File: config.mk
export PLATFORM = sky130hd
export DESIGN_NAME = olag_ram
export DESIGN_NICKNAME = d
export VERILOG_FILES = /design/src/rtl/core/olag_ram.sv
export SDC_FILE = /design/constraint.sdc
export NUM_CORES = 1
export LEC_CHECK = 0
export ABC_CLOCK_PERIOD_IN_PS = 4580
export BUFFER_PORTS_ARGS = -buffer_cell sky130_fd_sc_hd__buf_2
export CORE_MARGIN = 2
export CORE_UTILIZATION = 30
export DETAILED_ROUTE_END_ITERATION = 7
export GPL_TIMING_DRIVEN = 0
export PLACE_DENSITY = 0.56
export SKIP_LAST_GASP = 1
export SLEW_MARGIN = 20
export SYNTH_ARGS = -nofsm -noshare
export SYNTH_HDL_FRONTEND = slang
export SYNTH_SLANG_ARGS = --single-unit
export TNS_END_PERCENT = 10
File: constraint.sdc
create_clock -name clk -period 4.58 [get_ports clk]
set_input_delay 0.916 -clock clk [delete_from_list [all_inputs] [get_ports clk]]
set_output_delay 0.916 -clock clk [all_outputs]
set_load 0.05 [all_outputs]
File: src/rtl/core/olag_ram.sv
// ----------------------------------------------------------------------------
// olag_ram
// Generic single-port-write, single-port-read RAM with registered read.
// ----------------------------------------------------------------------------
`default_nettype none

module olag_ram #(
  parameter int WIDTH = 8,
  parameter int DEPTH = 16
) (
  input  wire logic                     clk,
  input  wire logic                     we,
  input  wire logic [$clog2(DEPTH)-1:0] waddr,
  input  wire logic [WIDTH-1:0]         wdata,
  input  wire logic [$clog2(DEPTH)-1:0] raddr,
  output logic      [WIDTH-1:0]         rdata
);

  logic [WIDTH-1:0] mem [DEPTH];

  always_ff @(posedge clk) begin
    if (we) begin
      mem[waddr] <= wdata;
    end
    rdata <= mem[raddr];
  end

endmodule

`default_nettype wire

==> impl_metrics.env <==
export IMPL_status="completed"
export IMPL_syn_area_sq_mm=0.005147
export IMPL_ir_drop_mv=0.2469
export IMPL_worstSetupPathType="input pin to register"
export IMPL_clkSinkCount=136
export IMPL_worstMarginPinSlew_ps=880.2
export IMPL_switchingPower_uw=610.3
export IMPL_crit_buf_inv=1
export IMPL_leakagePower_nw=2.006
export IMPL_synth_most_common_cell="edfxtp_1"
export IMPL_drtAntennaViolNets=0
export IMPL_cts_tree="built"
export IMPL_synth_commonest_cells="128 x edfxtp_1, 18 x mux4_2, 16 x a22oi_1"
export IMPL_yosys_warnings=0
export IMPL_cpLargestDelayFamily="simple AND/OR/NAND/NOR gates"
export IMPL_finalNetCount=290
export IMPL_cts_buffers=17
export IMPL_timing_hold_violations_final=0
export IMPL_min_path_type="register to register"
export IMPL_layout_drive_gt1_share_pct=29.47
export IMPL_wirelength_microns=10610
export IMPL_crit_chain="buf_2 -> or3b_2 -> nor2_1"
export IMPL_pre_cts_slack_ps=1909
export IMPL_start_util_pct=30.82
export IMPL_rr_worst_depth=3
export IMPL_grt_pass1_wl_microns=15910
export IMPL_slowest_delay_ps=700
export IMPL_cellPowerDensity_mw_per_mm2=465.3
export IMPL_drv_cap=0
export IMPL_ctsHoldBuffers=0
export IMPL_post_cts_buffers=0
export IMPL_drc=0
export IMPL_wl_per_cell_microns=21.02
export IMPL_port_buffers=24
export IMPL_ys_seq_area_share_pct=77.78
export IMPL_cts_resized=0
export IMPL_hpwl_microns=6617
export IMPL_vias=2392
export IMPL_cts_root_buf="clkbuf_16"
export IMPL_die_w_microns=135.0
export IMPL_antenna_found_initial=0
export IMPL_setup_tns_ps=0
export IMPL_clock_latency_ps=410
export IMPL_multiInputGateArea_sq_mm=0.001077
export IMPL_fin_ws_ps=2337
export IMPL_crit_fanout=8
export IMPL_final_seq_area_sq_mm=0.004004
export IMPL_core_sq_mm=0.01670
export IMPL_finalSetupViolations=0
export IMPL_cp_end_kind="register"
export IMPL_intPower_mw=2.239
export IMPL_grt_max_degree=17
export IMPL_first_pass_iters=5
export IMPL_slew_headroom_pct=41.10
export IMPL_arrival_ps=2270
export IMPL_synth_area_leader_cell="edfxtp_1"
export IMPL_first_global_vias=2515
export IMPL_period_share_pct=48.98
export IMPL_rows=47
export IMPL_crit_required_ps=4610
export IMPL_synthArstFlopShare_pct=0
export IMPL_avgSynthCellArea_sq_um=22.48
export IMPL_fillers=1539
export IMPL_ys_flop_type="edfxtp_1"
export IMPL_synth_net_count=247
export IMPL_drt_iter0_markers=229
export IMPL_track_usage_pct=12.52
export IMPL_io_pins=26
export IMPL_area_growth_pct=18.98
export IMPL_drv_slew=0
export IMPL_cp_depth=3
export IMPL_globalplace_congestion=0.7148
export IMPL_synthCells=229
export IMPL_total_power_mw=2.850
export IMPL_clk_path_buf_depth=2
export IMPL_ys_top_cells_by_area="edfxtp_1 75%, mux4_2 7.9%, mux4_1 7.1%"
export IMPL_hold_depth=3
export IMPL_combPwrFrac_pct=5.8
export IMPL_diodes=0
export IMPL_start_kind="input pin"
export IMPL_grt_overflow=0
export IMPL_p_sw_share_pct=21.42
export IMPL_critPathSlowestCell="nor2_1"
export IMPL_max_clock_freq_mhz=445.8
export IMPL_fin_worst_skew_ps=7.545
export IMPL_pwr_share_seq_pct=49.0
export IMPL_die_area_sq_mm=0.01822
export IMPL_clk_pin_slew_ps=60
export IMPL_viasPerCell=4.737
export IMPL_ys_types=19
export IMPL_synth_edf_count=128
export IMPL_pwr_share_clk_pct=45.2
export IMPL_h_tree_depth=4
export IMPL_post_route_min_period_ps=2243
export IMPL_netlist_area_leader_share_pct=74.67
export IMPL_die_height_microns=135.0
export IMPL_rsz0062_at_grt="false"
export IMPL_synth_seq_cells=136
## layout by cell type, fill, tap and decap left out
| cell type | count |
|---|---|
| a22oi_1 | 16 |
| clkbuf_1 | 1 |
| clkdlybuf4s25_2 | 3 |
| buf_2 | 27 |
| nor2_1 | 13 |
| nand2_1 | 9 |
| nand3b_1 | 2 |
| edfxtp_1 | 128 |
| buf_4 | 1 |
| clkinv_4 | 1 |
| nand3_1 | 1 |
| clkbuf_16 | 17 |
| or3b_2 | 1 |
| nor2b_1 | 1 |
| mux4_1 | 14 |
| inv_6 | 1 |
| nand2b_1 | 2 |
| clkinv_2 | 2 |
| and2_1 | 1 |
| dfxtp_1 | 8 |
| buf_6 | 3 |
| nor3_2 | 4 |
| and2b_1 | 1 |
| clkinvlp_4 | 4 |
| bufinv_16 | 2 |
| mux4_2 | 18 |
| clkinv_1 | 4 |
## path summary, 6_finish.rpt
| kind | startpoint | to | slack [ps] |
|---|---|---|---|
| setup / recovery | waddr[2] | mem[3][2] | 2340 |
| hold / removal | mem[11][2] | rdata[2] | 680 |
| setup reg to reg | mem[5][3] | rdata[3] | 3130 |
| hold reg to reg | mem[11][2] | rdata[2] | 680 |
## worst min-delay path, delay by kind of cell, from the launching register on
kind            cells  cell delay, ps
mux                 1             210
simple gates        1              60
compound gates      1              80
flops               1             310
## stage by stage
stage	util [%]	hold slack [ps]	std cells	cell area, sq um
finish	36.67	683.6	505	6125
global route	36.67	724.8	505	6125
CTS	36.67	688.5	505	6125
detailed placement	33.31	675.3	473	5563
global placement	33.19	670.2	473	5543
floorplan	-	629.3	229	5147
## per-layer routing
layer,vias up,part of all wire [%],track usage [%]
li1,1060,-,-
met1,1257,47,18.48
met3,9,6.1,4.392
met2,66,46,17.57
met4,0,0.84,3.472
met5,-,0,0
## logic make-up after synthesis
group,Yosys count,share of synthesized area [%]
AND/OR/NAND/NOR,35,3.184
multiplexers,32,15.02
AO/OA/AOI/OAI,16,2.334
flip-flops,136,77.78
buffers and inverters,10,1.677
## cell type report
type / instances / area share, %
buffer: 10 / 1.410
clock buffer: 18 / 7.007
clock inverter: 14 / 2.165
multi-input combinational: 83 / 17.59
sequential: 136 / 65.37
tap: 220 / 4.494
timing repair buffer: 24 / 1.961
## flip-flops by register name (all words and copies together), names as in the netlist
signal and count:
mem 128, rdata 8
## power by group through the flow
stage | Sequential, mW | Combinational [mW] | Clock (mW)
2_1_floorplan | 1.45 | 0.0706 | 0
3_3_place_gp | 1.42 | 0.163 | 0
3_5_place_dp | 1.42 | 0.167 | 0
4_1_cts | 1.40 | 0.167 | 1.31
5_1_grt | 1.40 | 0.177 | 1.36
6_report | 1.40 | 0.165 | 1.29
No activity file was read; power rests on OpenSTA's default activity.
