<file path="config.mk">
export PLATFORM = sky130hd
export DESIGN_NAME = olag_div
export DESIGN_NICKNAME = d
export VERILOG_FILES = /design/src/rtl/core/olag_pkg.sv /design/src/rtl/core/olag_div.sv
export SDC_FILE = /design/constraint.sdc
export NUM_CORES = 1
export LEC_CHECK = 0
export BUFFER_PORTS_ARGS = -buffer_cell sky130_fd_sc_hd__buf_2
export CORE_UTILIZATION = 60
export DETAILED_ROUTE_END_ITERATION = 8
export PLACE_DENSITY = 0.91
export SLEW_MARGIN = 10
export SYNTH_ARGS = -nofsm -noshare
export SYNTH_HDL_FRONTEND = slang
export SYNTH_SLANG_ARGS = --single-unit
</file>
<file path="constraint.sdc">
create_clock -name clk -period 5.3 [get_ports clk]
set_input_delay 0.53 -clock clk [delete_from_list [all_inputs] [get_ports clk]]
set_output_delay 0.53 -clock clk [all_outputs]
set_load 0.05 [all_outputs]
</file>
<file path="src/rtl/core/olag_pkg.sv">
// ----------------------------------------------------------------------------
// olag_pkg
// Shared constants, codes and request types of the orbit interpolator.
// ----------------------------------------------------------------------------
`default_nettype none

package olag_pkg;

  localparam int TABLE_DEPTH   = 1024;
  localparam int WINDOW_POINTS = 8;
  localparam int WIN_PRE       = (WINDOW_POINTS - 1) / 2;

  localparam int AW    = $clog2(TABLE_DEPTH);
  localparam int CNT_W = AW + 1;
  localparam int WI_W  = $clog2(WINDOW_POINTS);

  localparam int T_W    = 52;           // time, 20 fractional bits
  localparam int P_W    = 48;           // position, 16 fractional bits
  localparam int PM_W   = P_W + 1;      // position magnitude
  localparam int ROW_W  = 3 * P_W;      // x, y, z of one sample
  localparam int W_W    = 47;           // weight / ratio magnitude
  localparam int FRAC_S = 32;           // fraction bits of weights
  localparam int DIVN_W = T_W + FRAC_S; // divider dividend and quotient
  localparam int MUL_H  = 25;
  localparam int MUL_W  = 2 * MUL_H;
  localparam int PROD_W = 2 * MUL_W;
  localparam int V_W    = PROD_W - FRAC_S;
  localparam int TERM_W = 59;
  localparam int ACC_W  = 64;

  localparam int IN_TD_W  = 200;        // 52 + 3*48 = 196, padded to bytes
  localparam int OUT_TD_W = 144;

  localparam logic [W_W-1:0]    WMAX     = {W_W{1'b1}};
  localparam logic [TERM_W-1:0] TERM_MAX = TERM_W'(1) << 58;
  localparam logic signed [ACC_W-1:0] POS_MAX = ACC_W'(64'sh0000_7FFF_FFFF_FFFF);
  localparam logic signed [ACC_W-1:0] POS_MIN = -ACC_W'(64'sh0000_8000_0000_0000);

  localparam logic [1:0] KIND_APPEND = 2'd0;
  localparam logic [1:0] KIND_QUERY  = 2'd1;
  localparam logic [1:0] KIND_CLEAR  = 2'd2;

  localparam logic [1:0] ST_OK    = 2'd0;
  localparam logic [1:0] ST_FULL  = 2'd1;
  localparam logic [1:0] ST_RANGE = 2'd2;
  localparam logic [1:0] ST_FEW   = 2'd3;

  typedef struct packed {
    logic              start;
    logic [DIVN_W-1:0] dividend;
    logic [T_W-1:0]    divisor;
  } div_req_t;

  typedef struct packed {
    logic             start;
    logic [MUL_W-1:0] a;
    logic [MUL_W-1:0] b;
  } mul_req_t;

endpackage

`default_nettype wire

</file>
<file path="src/rtl/core/olag_div.sv">
// ----------------------------------------------------------------------------
// olag_div
// Restoring divider, one quotient bit per cycle.
// ----------------------------------------------------------------------------
`default_nettype none

module olag_div (
  input  wire logic                       clk,
  input  wire logic                       rst_n,
  input  wire olag_pkg::div_req_t         req,
  output logic                            done,
  output logic [olag_pkg::DIVN_W-1:0]     quo
);
  import olag_pkg::*;

  localparam int CW = $clog2(DIVN_W);

  logic [T_W-1:0]    rem_r;
  logic [DIVN_W-1:0] quo_r;
  logic [T_W-1:0]    den_r;
  logic [CW-1:0]     cnt_r;
  logic              busy_r;
  logic              done_r;

  logic [T_W:0] shifted;
  logic         fits;

  assign shifted = {rem_r, quo_r[DIVN_W-1]};
  assign fits    = shifted >= {1'b0, den_r};

  always_ff @(posedge clk) begin
    if (!rst_n) begin
      busy_r <= 1'b0;
      done_r <= 1'b0;
      cnt_r  <= '0;
    end else begin
      done_r <= 1'b0;
      if (req.start) begin
        busy_r <= 1'b1;
        cnt_r  <= '0;
      end else if (busy_r) begin
        cnt_r <= cnt_r + 1'b1;
        if (cnt_r == CW'(DIVN_W - 1)) begin
          busy_r <= 1'b0;
          done_r <= 1'b1;
        end
      end
    end
  end

  always_ff @(posedge clk) begin
    if (req.start) begin
      rem_r <= '0;
      quo_r <= req.dividend;
      den_r <= req.divisor;
    end else if (busy_r) begin
      rem_r <= fits ? T_W'(shifted - {1'b0, den_r}) : shifted[T_W-1:0];
      quo_r <= {quo_r[DIVN_W-2:0], fits};
    end
  end

  assign done = done_r;
  assign quo  = quo_r;

endmodule

`default_nettype wire

</file>
==> flow_summary.toml, run 1 <==
[clock_network]
cts_buffers = 17
path_clk_slew_ns = 0.09
cts.repair.resized = 0
clk_path_buf_depth = 2
cts_root_buf = "clkbuf_16"
cts_hold_buf = 0
htreeDepth = 4
cts.sinks = 197
postCtsSetupBuffers = 0
clkLatencyLatePin_ns = 0.45
cts_tree = "done"

[die]
start_util = 0.6144
fp.coreArea_sq_mm = 0.01802
rows = 49
ios = 224
die_h_microns = 137.9
die_w_microns = 137.9
dieArea_sq_mm = 0.01900

[yosys]
synthMuxAreaShare = 0.09649
ys.flop_type = "edfxtp_1"
synth-edff-count = 136
synth_nets = 1258
yosys_warnings = 0
synth_area_per_cell_sq_um = 10.40
synthXorXnorAreaFrac = 0.02926
synth_top_family_by_area = "compound AO/OA/AOI/OAI gates"
yosysSeqAreaShare = 0.4790
ys_seq_elements = 197
yosys.cell_types.count = 68
synth-compound-area-share = 0.1698
yosys.area_share.simple = 0.1143
yosys.area_share.adder = 0.06169
netlist_instances = 1065
synthArstFlopShare = 0
synth_area_sq_mm = 0.01107

[routing]
wl_per_cell_microns = 18.02
drc = 0
dr.pass1.iters = 5
drt_iter0_drc = 673
drt_wl_total_mm = 26.96
num_vias = 8958
via_per_inst = 5.988
ant_nets = 0

[sta]
slew_viol_final = 0
fin_crit_sh = 0.7143
skew_ns = 0.02180
setup_viol = 0
fmax_mhz = 264.1
rsz0062_at_grt = "no"
max-slew-margin-rel = 0.2569
min_period_ns = 3.786
hold_violations = 0
final.setup.tns_ns = 0
worstMarginPinSlew_ns = 1.114

[critical_path]
cp.required_ns = 5.67
cp.arrival_ns = 4.16
critical_path_class = "reg -> reg"
rrSetupSlack_ns = 1.51
critPathMaxFanout = 56
worstSetupStartpointType = "flip-flop"
critPathCaptureType = "flip-flop"

[power_and_ir_drop]
power_frac_seq = 0.424
peakVddDrop_v = 0.0002516
clockPowerShare = 0.298
power_density_mw_per_mm2 = 346.4
p_comb_frac = 0.278
leakagePower_nw = 5.463
p_sw_mw = 1.581
swShare = 0.3539
intPower_mw = 2.886
finalPower_mw = 4.467

[layout]
syn_to_final_growth_pct = 16.44
num_antenna_cells = 0
drive_gt1_frac = 0.2881
final_common_cell = "buf_2"
mostFrequentLayoutCells = "buf_2 (222), edfxtp_1 (136), nand2_1 (97), mux2_2 (86), nor2_1 (83)"
nets = 1447
fill_cells = 1299

[global_route]
grt_first_pass_wirelength_mm = 41.64
grt_use_total = 0.2854
first_global_vias = 8819
grt_max_degree = 93
grt_overflow = 0
antenna_found_initial = 1

[status]
status = "finished, final reports clean"

[placement]
portBuffers = 223
gp_congestion = 0.9308
dp_hpwl_mm = 19.14

[min_path]
hold_path.class = "in -> reg"

[run]
drv_cap = 0
metal layers:
metal / up-vias / wire, microns / GRT usage
li1: 4302 / - / -
met1: 4185 / 10590 / 0.3183
met2: 392 / 13360 / 0.4975
met3: 79 / 1971 / 0.07456
met4: 0 / 1036 / 0.1510
met5: - / 0 / 0
cell type report:
cell class | count | area (sq um) | share of cell area
multi-input combinational | 734 | 5244 | 0.4067
clock buffer | 17 | 425.4 | 0.03299
sequential | 197 | 5306 | 0.4115
timing repair buffer | 229 | 1167 | 0.09053
tap | 229 | 286.5 | 0.02222
clock inverter | 15 | 183.9 | 0.01426
inverter | 75 | 281.5 | 0.02183
cell families after synthesis:
group           count (synthesis)
simple gates                  276
flops                         197
xor+xnor                       37
compound gates                271
buf+inv                       134
mux                            96
fa+ha+maj                      54
final timing paths:
check | end | depth (start not counted) | from
max | rem_r[28] | 13 | den_r[15]
min reg2reg | rem_r[4] | 2 | rem_r[3]
min | den_r[44] | 1 | req[44]
max reg2reg | rem_r[28] | 13 | den_r[15]
synthesized netlist by cell type, types with 4 or more instances:
master    instances  share of area
a211o_1           4         0.0032
a211oi_1         22          0.015
a21o_1           30          0.020
a21oi_1          73          0.033
a311oi_1         28          0.022
a31oi_1           5         0.0028
and2_1            7         0.0040
and3_1            6         0.0034
buf_1             4         0.0014
buf_2            17         0.0077
clkbuf_1         34          0.012
dfxtp_1          61           0.11
edfxtp_1        136           0.37
ha_1             53          0.060
inv_1            75          0.025
mux2_2           86          0.087
mux2i_1          10         0.0090
nand2_1          98          0.033
nand2b_1          8         0.0045
nand3_1          15         0.0068
nand4_1          18          0.010
nor2_1           83          0.028
nor2b_1           8         0.0045
nor3_1           12         0.0054
o21a_1            8         0.0054
o21ai_0          43          0.019
o21bai_1          9         0.0061
o31ai_1           6         0.0041
or3_1             9         0.0051
xnor2_1          27          0.021
xor2_1           10         0.0079
stage by stage:
step,cells,setup slack [ns],area (sq um),util,hold WS [ns]
after global routing,1496,1.320,12890,0.7154,0.2346
after detailed placement,1464,1.622,12290,0.6816,0.4804
after floorplan,1065,1.913,11070,-,0.4534
after CTS,1496,1.588,12890,0.7154,0.2391
final,1496,1.514,12890,0.7154,0.2491
after global placement,1464,1.694,12290,0.6816,0.4684
worst max-delay path, cell delays in order, from the launching register on:
cell and delay [ns]:
edfxtp_1 0.34, inv_1 0.05, ha_1 0.41, nand2_1 0.15, o21ai_0 0.26, a21oi_1 0.10, o221a_2 0.27, a211oi_2 0.35
o21ai_2 0.18, o31ai_4 0.18, buf_4 0.54, nand2_1 0.19, or4_1 0.55, o22ai_1 0.11
state kept, by name (all words and copies together) (netlist names):
| name | count |
|---|---|
| busy_r | 1 |
| den_r | 52 |
| quo | 84 |
| cnt_r | 7 |
| done | 1 |
| rem_r | 52 |
power groups by stage:
stage,clock network (mW),registers (mW),logic (mW)
global placement,0,1.92,1.20
detailed placement,0,1.92,1.22
floorplan,0,2.15,0.696
global route,1.40,1.91,1.34
finish,1.33,1.89,1.24
CTS,1.34,1.89,1.23
Note: power is estimated with default switching activity, not from simulation.
==> run 2: changes to the inputs <==
--- a/config.mk
+++ b/config.mk
@@ -6,9 +6,9 @@
 export NUM_CORES = 1
 export LEC_CHECK = 0
 export BUFFER_PORTS_ARGS = -buffer_cell sky130_fd_sc_hd__buf_2
-export CORE_UTILIZATION = 60
+export CORE_UTILIZATION = 56
 export DETAILED_ROUTE_END_ITERATION = 8
-export PLACE_DENSITY = 0.91
+export PLACE_DENSITY = 0.86
 export SLEW_MARGIN = 10
 export SYNTH_ARGS = -nofsm -noshare
 export SYNTH_HDL_FRONTEND = slang
==> constraint.sdc (replaced) <==
create_clock -name clk -period 3.7 [get_ports clk]
set_input_delay 0.37 -clock clk [delete_from_list [all_inputs] [get_ports clk]]
set_output_delay 0.37 -clock clk [all_outputs]
set_load 0.05 [all_outputs]
==> flow_summary.toml, run 2 (synthesis results as in run 1) <==
[global_route]
grt_max_degree = 93
grt_use_total = 0.2684
first_global_vias = 8833
antenna_found_initial = 0
grt_overflow = 0
grt_first_pass_wirelength_mm = 42.72

[routing]
via_per_inst = 5.828
num_vias = 8957
ant_nets = 0
drc = 0
wl_met1_mm = 11.01
drt_iter0_drc = 622
wl_per_cell_microns = 17.47
dr.pass1.iters = 5
wl_met2_mm = 13.42
top_layer = "met4"
met3_length_mm = 1.850
drt_wl_total_mm = 26.85

[layout]
drive_gt1_frac = 0.2911
nets = 1451
largest_register_ffs = 84
syn_to_final_growth_pct = 18.03
final_common_cell = "buf_2"
fill_cells = 1498
mostFrequentLayoutCells = "buf_2 (222), edfxtp_1 (136), nand2_1 (97), mux2_2 (86), nor2_1 (83)"

[critical_path]
critPathCaptureType = "flip-flop"
cp.arrival_ns = 3.81
cpLargestDelayFamily = "compound AO/OA/AOI/OAI gates"
worstSetupStartpointType = "flip-flop"
worst-path-buf-inv = 1
cpPeakStageDelay_ns = 0.43
cp.required_ns = 4.02
cp_slowest_cell = "edfxtp_1"
critical_path_class = "reg -> reg"
path_common_cell = "a21oi_2"
critPathMaxFanout = 4
crit_chain = "inv_1 -> ha_1 -> fa_1 -> nand2b_1 -> a21oi_1 -> o311ai_1 -> a21oi_2 -> a21oi_2 -> o21ai_1 -> a211oi_2 -> mux2_2 -> a311oi_1 -> a211oi_1"

[clock_network]
clk_path_buf_depth = 2
cts.sinks = 197
cts_buffers = 17
cts_root_buf = "clkbuf_16"
clkLatencyLatePin_ns = 0.45
cts_hold_buf = 0
cts_tree = "done"
path_clk_slew_ns = 0.09
cts.repair.resized = 0
postCtsSetupBuffers = 0
htreeDepth = 4

[sta]
final.setup.tns_ns = 0
worstMarginPinSlew_ns = 0.9521
holdWs_ns = 0.08894
max-slew-margin-rel = 0.3653
hold_violations = 0
slew_viol_final = 0
fmax_mhz = 287.0
skew_ns = 0.01593
min_period_ns = 3.484
rsz0062_at_grt = "no"
fin_crit_sh = 0.9416
setup_viol = 0
fin_ws_ns = 0.2159

[power_and_ir_drop]
power_density_mw_per_mm2 = 497.4
leakagePower_nw = 5.529
peakVddDrop_v = 0.0003166

[die]
die_w_microns = 142.6
die_h_microns = 142.6
start_util = 0.5709
ios = 224
dieArea_sq_mm = 0.02034
fp.coreArea_sq_mm = 0.01940
rows = 51

[placement]
portBuffers = 223
dp_hpwl_mm = 19.06
gp_congestion = 0.8919
pre_cts_slack_ns = 0.2008

[run]
drv_cap = 0

[min_path]
hold_path.class = "in -> reg"

[status]
status = "finished, final reports clean"
[run 2: cell type report]
| cell class | count | area, sq um | share of cell area |
|---|---|---|---|
| flip-flops and latches | 197 | 5306 | 0.4060 |
| multi-input cells | 734 | 5259 | 0.4023 |
| repair buffers | 233 | 1247 | 0.09543 |
| clock buffers | 17 | 425.4 | 0.03255 |
| well taps | 265 | 331.6 | 0.02537 |
| inverters | 75 | 281.5 | 0.02154 |
| clock inverters | 15 | 217.7 | 0.01666 |
| diodes | 1 | 2.502 | 0.0001914 |
[run 2: worst paths after layout]
kind	start	to	slack, ns	depth (start not counted)
setup / recovery	quo[83]	rem_r[44]	0.22	13
hold / removal	req[38]	den_r[38]	0.09	1
setup reg to reg	quo[83]	rem_r[44]	0.22	13
hold reg to reg	rem_r[4]	rem_r[5]	0.50	2
[run 2: where the power goes]
part,switching (mW),internal [mW]
Combinational,1.18,0.628
Clock,0.991,0.996
Sequential,0.116,2.59
[run 2: metrics by stage]
step | total power [mW] | cells | area, sq um | util
after floorplan | 4.075 | 1065 | 11070 | -
after global placement | 4.488 | 1504 | 12410 | 0.6398
after detailed placement | 4.529 | 1504 | 12410 | 0.6398
after CTS | 6.507 | 1536 | 13050 | 0.6729
after global routing | 6.777 | 1536 | 13070 | 0.6737
final | 6.502 | 1537 | 13070 | 0.6738
[run 2: layer usage]
layer  up-vias  track usage
met4         0      0.09225
met2       342       0.4644
li1       4304            -
met5         -            0
met1      4261       0.3255
met3        50      0.06606
[run 2: worst register-to-register path: cells and delay by family (launching register included)]
| kind | cells | cell delay [ns] |
|---|---|---|
| buffers and inverters | 1 | 0.09 |
| DFF | 1 | 0.43 |
| muxes | 1 | 0.37 |
| adders and majority gates | 2 | 0.37 |
| AOI/OAI and AO/OA | 8 | 1.94 |
| and+or+nand+nor | 1 | 0.16 |
==> run 3: changes to the inputs <==
--- a/config.mk
+++ b/config.mk
@@ -7,6 +7,7 @@
 export LEC_CHECK = 0
 export BUFFER_PORTS_ARGS = -buffer_cell sky130_fd_sc_hd__buf_2
 export CORE_UTILIZATION = 56
+export CTS_BUF_LIST = sky130_fd_sc_hd__clkbuf_16
 export DETAILED_ROUTE_END_ITERATION = 8
 export PLACE_DENSITY = 0.86
 export SLEW_MARGIN = 10
==> constraint.sdc (replaced) <==
create_clock -name clk -period 3.29 [get_ports clk]
set_input_delay 0.329 -clock clk [delete_from_list [all_inputs] [get_ports clk]]
set_output_delay 0.329 -clock clk [all_outputs]
set_load 0.05 [all_outputs]
==> flow_summary.toml, run 3 (synthesis results as in run 1) <==
[power_and_ir_drop]
leakagePower_nw = 5.680
power_density_mw_per_mm2 = 551.4
peakVddDrop_v = 0.0005778

[routing]
via_per_inst = 5.880
wl_per_cell_microns = 18.00
drt_wl_total_mm = 28.25
dr.pass1.iters = 7
ant_nets = 0
drt_iter0_drc = 560
drc = 0
num_vias = 9225

[layout]
nets = 1484
syn_to_final_growth_pct = 21.61
mostFrequentLayoutCells = "buf_2 (222), edfxtp_1 (136), nand2_1 (94), mux2_2 (86), nor2_1 (81)"
multi_input_area_sq_mm = 0.005434
num_antenna_cells = 0
largest_register_ffs = 84
design_area_sq_mm = 0.01347
fill_cells = 1437
final-seq-area_sq_mm = 0.005306
final_common_cell = "buf_2"
final_cells = 1569
drive_gt1_frac = 0.3367

[sta]
min_period_ns = 3.217
setup_viol = 0
final.setup.tns_ns = 0
skew_ns = 0.01118
slew_viol_final = 0
fmax_mhz = 310.8
hold_violations = 0
fin_crit_sh = 0.9779
max-slew-margin-rel = 0.5263
worstMarginPinSlew_ns = 0.7105

[clock_network]
clkLatencyLatePin_ns = 0.45
cts.sinks = 197
htreeDepth = 4
clk_path_buf_depth = 2
cts_buffers = 17
path_clk_slew_ns = 0.08
cts_hold_buf = 0
cts_root_buf = "clkbuf_16"
cts_tree = "done"

[die]
dieArea_sq_mm = 0.02034
ios = 224
start_util = 0.5709
rows = 51
die_h_microns = 142.6
fp.coreArea_sq_mm = 0.01940
die_w_microns = 142.6

[global_route]
first_global_vias = 8964
grt_max_degree = 90
grt_first_pass_wirelength_mm = 44.07
antenna_found_initial = 0
grt_overflow = 0
grt_use_total = 0.2765

[critical_path]
worst-path-buf-inv = 3
cp.arrival_ns = 3.53
cpLargestDelayFamily = "compound AO/OA/AOI/OAI gates"
critPathCaptureType = "flip-flop"
worstSetupStartpointType = "flip-flop"
critical_path_class = "reg -> reg"
critPathMaxFanout = 8
cpPeakStageDelay_ns = 0.40
crit_chain = "inv_1 -> ha_2 -> and4_1 -> nand2_1 -> o21ba_4 -> o211ai_2 -> a211oi_4 -> o21ai_2 -> o31a_1 -> buf_4 -> buf_4 -> and2_1 -> a311oi_2 -> a211oi_1"
cp.required_ns = 3.61
cp_slowest_cell = "o31a_1"
path_common_cell = "buf_4"

[status]
status = "finished, final reports clean"

[placement]
dp_hpwl_mm = 20.13
placed_area_sq_mm = 0.01264
dp.cells = 1529
portBuffers = 223
gp_congestion = 0.9593

[min_path]
hold_path.class = "in -> reg"

[run]
drv_cap = 0
## run 3: cell count changes in the layout (fill, tap and decap cells not counted), moves of 3 or more
| cell | before | now |
|---|---|---|
| buf_4 | 6 | 39 |
| ha_1 | 53 | 40 |
| ha_2 | 0 | 12 |
| a21oi_1 | 72 | 66 |
| a21oi_2 | 2 | 5 |
| a21oi_4 | 0 | 3 |
| a311oi_1 | 28 | 25 |
| a311oi_2 | 0 | 3 |
| nand2_1 | 97 | 94 |
| nand2_2 | 0 | 3 |
## run 3: final timing paths
path,from,endpoint,slack [ns],cells after the start
setup / recovery,den_r[7],rem_r[44],0.07,14
hold / removal,req[45],den_r[45],0.05,1
setup reg to reg,den_r[7],rem_r[44],0.07,14
hold reg to reg,rem_r[1],rem_r[1],0.49,2
## run 3: area by class of cell
type | instances | area share
clock buffer | 17 | 0.03159
clock inverter | 15 | 0.01440
inverter | 75 | 0.02090
multi-input combinational | 734 | 0.4035
sequential | 197 | 0.3940
tap | 265 | 0.02462
timing repair buffer | 266 | 0.1110
## run 3: repair_timing
action	CTS	global route
buffers inserted	0	8
setup endpoints to repair	1	42
gates cloned	0	0
gates resized for setup	1	38
pin swaps	0	10
## run 3: report_power, final
part | switching [mW] | internal [mW] | total, mW
sequential | 0.135 | 2.91 | 3.05
clock | 1.13 | 1.05 | 2.18
combinational | 1.40 | 0.799 | 2.20
## run 3: per-stage QoR
stage | power, mW | setup slack (ns) | hold slack (ns) | utilization
after floorplan | 4.599 | 0.06148 | 0.4279 | -
after detailed placement | 5.177 | 0.03462 | 0.4723 | 0.6516
after CTS | 7.338 | 0.05953 | 0.04275 | 0.6839
after global routing | 7.722 | -0.03256 | 0.03645 | 0.6943
final | 7.427 | 0.07259 | 0.05201 | 0.6943
after global placement | 5.132 | 0.1704 | 0.4691 | 0.6516
## run 3: routing by layer
layer / vias up / part of all wire / track usage
li1: 4384 / - / -
met5: - / 0 / 0
met2: 426 / 0.49 / 0.4688
met1: 4348 / 0.41 / 0.3430
met4: 0 / 0.026 / 0.09168
met3: 67 / 0.075 / 0.07109
